`src/design/bvrs_pop.sv`:
```
// popcount of the masked word low bits and k-th set bit search, one bit per cycle
`timescale 1ns / 1ps
`default_nettype none
module bvrs_pop (
	input  wire logic                     clk,
	input  wire logic                     arst_n,
	input  wire logic                     start,
	input  wire logic [63:0]              word,
	input  wire logic [6:0]               limit,
	input  wire logic [6:0]               k,
	output logic                          busy,
	output logic [6:0]                    count,
	output logic [6:0]                    found
);
	logic [63:0] word_q;
	logic [6:0]  idx_q;
	logic [6:0]  limit_q;
	logic [6:0]  k_q;
	logic [6:0]  count_q;
	logic [6:0]  found_q;
	logic        busy_q;

	always_ff @(posedge clk or negedge arst_n) begin
		if (!arst_n) begin
			busy_q <= 1'b0;
		end else if (start) begin
			busy_q <= 1'b1;
		end else if (busy_q && idx_q == 7'd63) begin
			busy_q <= 1'b0;
		end
	end

	// one bit per cycle: count ones below limit, note k-th one
	always_ff @(posedge clk) begin
		if (start) begin
			word_q  <= word;
			idx_q   <= '0;
			limit_q <= limit;
			k_q     <= k;
			count_q <= '0;
			found_q <= 7'd64;
		end else if (busy_q) begin
			if (word_q[idx_q[5:0]] && idx_q < limit_q) begin
				if (count_q == k_q && found_q == 7'd64)
					found_q <= idx_q;
				count_q <= count_q + 7'd1;
			end
			idx_q <= idx_q + 7'd1;
		end
	end

	assign busy  = busy_q;
	assign count = count_q;
	assign found = found_q;
endmodule
`default_nettype wire

```
`config.mk`:
```
export PLATFORM = sky130hd
export DESIGN_NAME = bvrs_pop
export DESIGN_NICKNAME = d
export VERILOG_FILES = /design/src/design/bvrs_pop.sv
export SDC_FILE = /design/constraint.sdc
export NUM_CORES = 1
export LEC_CHECK = 0
export ABC_AREA = 1
export BUFFER_PORTS_ARGS = -buffer_cell sky130_fd_sc_hd__clkbuf_2
export CAP_MARGIN = 20
export CORE_ASPECT_RATIO = 2
export CORE_MARGIN = 3
export CORE_UTILIZATION = 28
export DETAILED_ROUTE_END_ITERATION = 8
export MAX_ROUTING_LAYER = met4
export RECOVER_POWER = 50
export SLEW_MARGIN = 20
export SYNTH_ARGS = -nofsm -noshare
export SYNTH_HDL_FRONTEND = slang
export SYNTH_SLANG_ARGS = --single-unit
```
`constraint.sdc`:
```
create_clock -name clk -period 1.8 [get_ports clk]
set_clock_uncertainty 0.15 [all_clocks]
set_input_delay 0 -clock clk [delete_from_list [all_inputs] [get_ports clk]]
set_output_delay 0 -clock clk [all_outputs]
set_load 0.02 [all_outputs]
```
Yosys cells after proc, flatten, opt, wreduce, memory -nomap -nowiden
Cells that the tools add are included.
- $add $sub $neg: 2
- multiply operators: 0
- div/mod/pow operators: 0
- order comparisons: 2
- equality and inequality tests: 3
- shifts and indexed selects: 0
- mux-type cells: 4
- bitwise gates (word level): 0
- reduce and logical (&&, ||, !) cells: 6
- operator list (cell ; number):
    $add A7 B1 Y7 const B ; 2
    $eq A7 B6 Y1 const B ; 1
    $eq A7 B7 Y1 ; 1
    $eq A7 B7 Y1 const B ; 1
    $lt A6 B7 Y1 const B ; 1
    $lt A7 B7 Y1 ; 1
    $bmux W1 S6 ; 1
    $logic_and A1 B1 Y1 ; 3
    $mux W1 ; 3
    $reduce_and A3 Y1 ; 1
    $reduce_and A2 Y1 ; 1
    $reduce_bool A2 Y1 ; 1
- flip-flop bits (word level): 100
- latch bits: 0
- bits in writable memories: 0
- memory bits (read-only): 0
- input bits: 81
- logic and storage cells: 24
- memories kept: 0

Logic depth before layout (Yosys ltp)
- depth after elaboration: 4
- depth in mapped cells: 18
- gate-level depth less buffers: 16

Worst setup path after synthesis
OpenSTA, ideal clock, no wires.
- kind: reg-to-reg
- start point: register idx_q[2]
- end point: register found_q[2] (netlist: found[2])
- setup time: 0.110 ns
- arrival time: 1.611 ns
- required time: 1.540 ns
- slack: -0.071 ns
- cell stages (with the launch flop): 13
- path through: dfxtp_1 ha_1 a21oi_1 nand2_1 nand3_1 nand2_1 nand2_1 nand2_2 a21oi_4 buf_4 nand4_1 nand2_1 nor2_1
- longest elaborated chain between the ends: 4
- elaborated cells between the ends (all ways): 5
- RTL lines (element ; line ; source):
    start: declaration ; 16 ; logic [6:0] idx_q;
    start signal: assignment ; 48 ; idx_q <= idx_q + 7'd1;
    $bmux W1 S6 ; 43 ; if (word_q[idx_q[5:0]] && idx_q < limit_q) begin
    $mux W1 (not written as such) ; 43 ;
    $logic_and A1 B1 Y1 ; 43 ;
    $reduce_and A3 Y1 (no line) ; -- ;
    end signal: assignment ; 45 ; found_q <= idx_q;
    end: declaration ; 20 ; logic [6:0] found_q;
Parallel ways exist; a longest one is shown, timed or not. The select of a mux whose other input is x is not followed.
A chain may end at the register's enable or synchronous reset.

Worst setup path after layout
- start point: register idx_q[0]
- end point: register found_q[2] (netlist: found[2])
- longest elaborated chain between the ends: 4
- elaborated cells between the ends (all ways): 5
- RTL lines (element ; line):
    $bmux W1 S6 ; 43
    $mux W1 (not written as such) ; 43
    $logic_and A1 B1 Y1 (*) ; 43
    $reduce_and A3 Y1 (no line) (*) ; --
Every way passes the cells marked *; elsewhere a longest branch is shown, timed or not. The select of a mux whose other input is x is not followed.

==> impl_metrics.tcl <==
set metrics [dict create \
    report.final.setup_viol 14 \
    dp_hpwl_mm 8.17 \
    cts_htree_levels 3 \
    post_route_cells_drive_above_1_share_pct 28.9 \
    post-route-period-util_pct 110 \
    pin_count 96 \
    cts.sinks 100 \
    crit_fanout 10 \
    clk_pin_slew_ns 0.07 \
    fin_hold_ws_ns 0.216 \
    detailed_place.area_um2 5300 \
    synth_seq_area_share_pct 63.1 \
    dp_slack_ns -0.231 \
    cts.path.max_buffers 2 \
    rr_startpoint "idx_q[0]" \
    antenna_cells_inserted 0 \
    status "finished, violations left" \
    total_power_mw 5.45 \
    cts_buffers 9 \
    reg2reg_depth 14 \
    topRoutingLayerUsed "met4" \
    slew_headroom_pct 73.9 \
    synth_top_cell_area_share_pct 53.0 \
    coreArea_um2 15400 \
    yosys-top-cells-area "sky130_fd_sc_hd__edfxtp_1 53%, sky130_fd_sc_hd__dfxtp_1 9.5%, sky130_fd_sc_hd__nand2_1 9.4%" \
    met2RoutedLength_mm 7.17 \
    power_leakage_nw 2.95 \
    grt_pass1_wl_mm 18.1 \
    final_cell_area_um2 6690 \
    die_w_um 94.8 \
    ff2ff_setup_slack_ns -0.18 \
    total_of_buffers_placed_on_input_and_output_ports 95 \
    layout-area-overhead-vs-synth_pct 51.5 \
    standard_cell_rows 64 \
    drv.max_cap_violation_count 0 \
    fill_cells 1471 \
    arrival_time_of_data_at_the_critical_path_endpoint_ns 2.06 \
    yosys_warnings 0 \
    drt.antenna.violating_nets 0 \
    synthDominantAreaCellType "sky130_fd_sc_hd__edfxtp_1" \
    final_period_minus_worst_setup_slack_ns 1.98 \
    mappedNetlistNets 525 \
    worstPathRequired_ns 1.89 \
    holdPathEnd "word_q[13]" \
    detail_route.first_pass.iterations 4 \
    all_layer_gr_usage_pct 14.1 \
    synthesis.instances 436 \
    die_height_um 184 \
    timing_worst_setup_path_type "flip-flop to flip-flop" \
    worstReg2RegEnd "found[2]" \
    globalplace.congestion 0.838 \
    actual_slew_at_the_worst_max_slew_pin_ns 0.392 \
    wl_met1_mm 4.03 \
    grt_overflow 0 \
    hold_depth 2 \
    synth_enable_flop_cells 78 \
    worstSetupStartpointType "flip-flop" \
    max_clock_freq_ghz 0.506 \
    asyncSetResetFlopFracSynth_pct 1.00 \
    vdd_ir_drop_max_v 0.000497 \
    postLayoutSetupSlackWorst_ns -0.178 \
    detail_route.iter0.violations 165 \
    dominantRegCellSynth "sky130_fd_sc_hd__edfxtp_1" \
    timing_max_transition_violations_final 0 \
    post_detailed_routing_wire_length_mm 11.8 \
    vias_in_the_first_global_route 3788 \
    cellPowerDensity_nw_per_um2 814 \
    initial_core_util_pct 28.7 \
    total_number_of_nets_in_the_final_design 742 \
    holdCritStartpoint "word[13]" \
    holdCritPathClass "input pin to flip-flop" \
    grt_antenna_before_repair 0 \
    violations "negative setup slack" \
    report.final.hold_viol_count 0 \
    drc 0 \
    clock-root-buffer "sky130_fd_sc_hd__clkbuf_16" \
    worst_setup_path_end_kind "flip-flop" \
    syn_area_um2 4420 \
    die_area_um2 17400 \
    post_synth.cell_area_avg_um2 10.1 \
    rsz0062_at_grt "true" \
    via_per_inst 4.30 \
    met3RoutedLength_um 314 \
    drt-wirelength-per-cell_um 13.8 \
    synth-seq-cells 100 \
    largest_net_degree_at_the_start_of_global_routing 49 \
    clk-insertion-delay-late_ns 0.34 \
    tritoncts_clock_tree "done" \
    num_vias 3685 \
    post_synth_num_cell_types 28 \
]
==> metrics by stage <==
stage | cells | utilization, % | setup TNS, ns
floorplan | 436 | - | -0.00106
global placement | 745 | 34.5 | -2.54
detailed placement | 745 | 34.5 | -2.80
CTS | 847 | 42.3 | -1.56
global route | 856 | 43.5 | -4.33
finish | 856 | 43.5 | -1.99
==> registers in the layout, summed over array words and instances (netlist names) <==
signal   count
busy         1
count        7
found        7
idx_q        7
k_q          7
limit_q      7
word_q      64
==> worst max-delay path by stage <==
stage               end  cells past startpoint  slack (ns)  startpoint
3_3_place_gp   count[1]                     10       -0.22    idx_q[1]
5_1_grt        found[0]                     17       -0.33    idx_q[0]
2_1_floorplan  found[2]                     13      -0.001  limit_q[2]
3_5_place_dp   found[1]                     15       -0.23    idx_q[0]
4_1_cts        found[0]                     14       -0.13  limit_q[2]
6_report       found[2]                     14       -0.18    idx_q[0]
==> cells by family (layout without fill, tap and decap cells) <==
kind of cell	count (synthesis)	after routing	share of synthesized area [%]
and+or+nand+nor	209	209	20.4
buffers and inverters	76	298	8.01
DFF	100	100	63.1
adders and majority gates	8	8	2.27
xor gates and xnor gates	12	12	2.38
AOI/OAI and AO/OA	31	31	3.88
==> routing by layer <==
metal | up-vias | GRT usage (%)
li1 | 1862 | -
met1 | 1704 | 13.2
met2 | 100 | 27.5
met3 | 19 | 2.21
met4 | 0 | 5.61
met5 | - | -
==> cell usage after synthesis (all sizes together), types with 2 or more instances <==
| cell | number |
|---|---|
| nor2 | 35 |
| nor3 | 6 |
| buf | 13 |
| o21ai | 15 |
| xnor2 | 8 |
| clkbuf | 2 |
| xor2 | 4 |
| nand2 | 114 |
| nand4 | 9 |
| dfxtp | 21 |
| nand3 | 43 |
| a21oi | 14 |
| edfxtp | 78 |
| inv | 61 |
| ha | 8 |
==> cell usage in the layout, fill, tap and decap left out, drive strengths merged <==
| master | instances |
|---|---|
| nand2 | 114 |
| clkbuf | 104 |
| dlygate4sd3 | 81 |
| edfxtp | 78 |
| inv | 65 |
| nand3 | 43 |
| buf | 43 |
| nor2 | 35 |
| dfxtp | 21 |
| o21ai | 15 |
| a21oi | 14 |
| nand4 | 9 |
| xnor2 | 8 |
| ha | 8 |
| nor3 | 6 |
| xor2 | 4 |
| clkinv | 3 |
| clkinvlp | 2 |
| a211oi | 1 |
| a21boi | 1 |
| or2 | 1 |
| nor4 | 1 |
| dfrtp | 1 |
==> worst max-delay path, cell delays in order, from the launching register on <==
cell	delay, ns
sky130_fd_sc_hd__dfxtp_4	0.44
sky130_fd_sc_hd__buf_12	0.14
sky130_fd_sc_hd__buf_8	0.12
sky130_fd_sc_hd__nor2_1	0.05
sky130_fd_sc_hd__nor2_1	0.08
sky130_fd_sc_hd__o21ai_0	0.10
sky130_fd_sc_hd__nand3_1	0.08
sky130_fd_sc_hd__nand3_1	0.07
sky130_fd_sc_hd__nand2_1	0.08
sky130_fd_sc_hd__nand3_2	0.09
sky130_fd_sc_hd__nand2_4	0.13
sky130_fd_sc_hd__buf_6	0.12
sky130_fd_sc_hd__nand4_1	0.09
sky130_fd_sc_hd__nand2_1	0.09
sky130_fd_sc_hd__nor2_1	0.05
==> power by group <==
part	switching (mW)	internal (mW)	leakage, nW
Combinational	0.420	0.439	1.87
Clock	0.893	0.958	0.137
Sequential	0.0732	2.66	0.944
==> layout make-up <==
cell class | instances | area [um2] | share of cell area, %
Sequential cell | 100 | 2800 | 41.8
Timing Repair inverter | 2 | 17.5 | 0.262
Tap cell | 198 | 248 | 3.70
Timing Repair Buffer | 219 | 1720 | 25.7
Clock inverter | 7 | 56.3 | 0.841
Multi-Input combinational cell | 260 | 1380 | 20.7
Clock buffer | 9 | 225 | 3.36
Inverter | 61 | 245 | 3.66
==> timing repair <==
action                     4_1_cts  5_1_grt
cloned                           0        3
setup endpoints to repair       15       15
gates resized for setup         21       35
setup buffers                    5        6
hold buffers                    81        0
hold endpoints to repair        99        0
pin swaps                       14       11
Power figures use the tool's default switching activity.
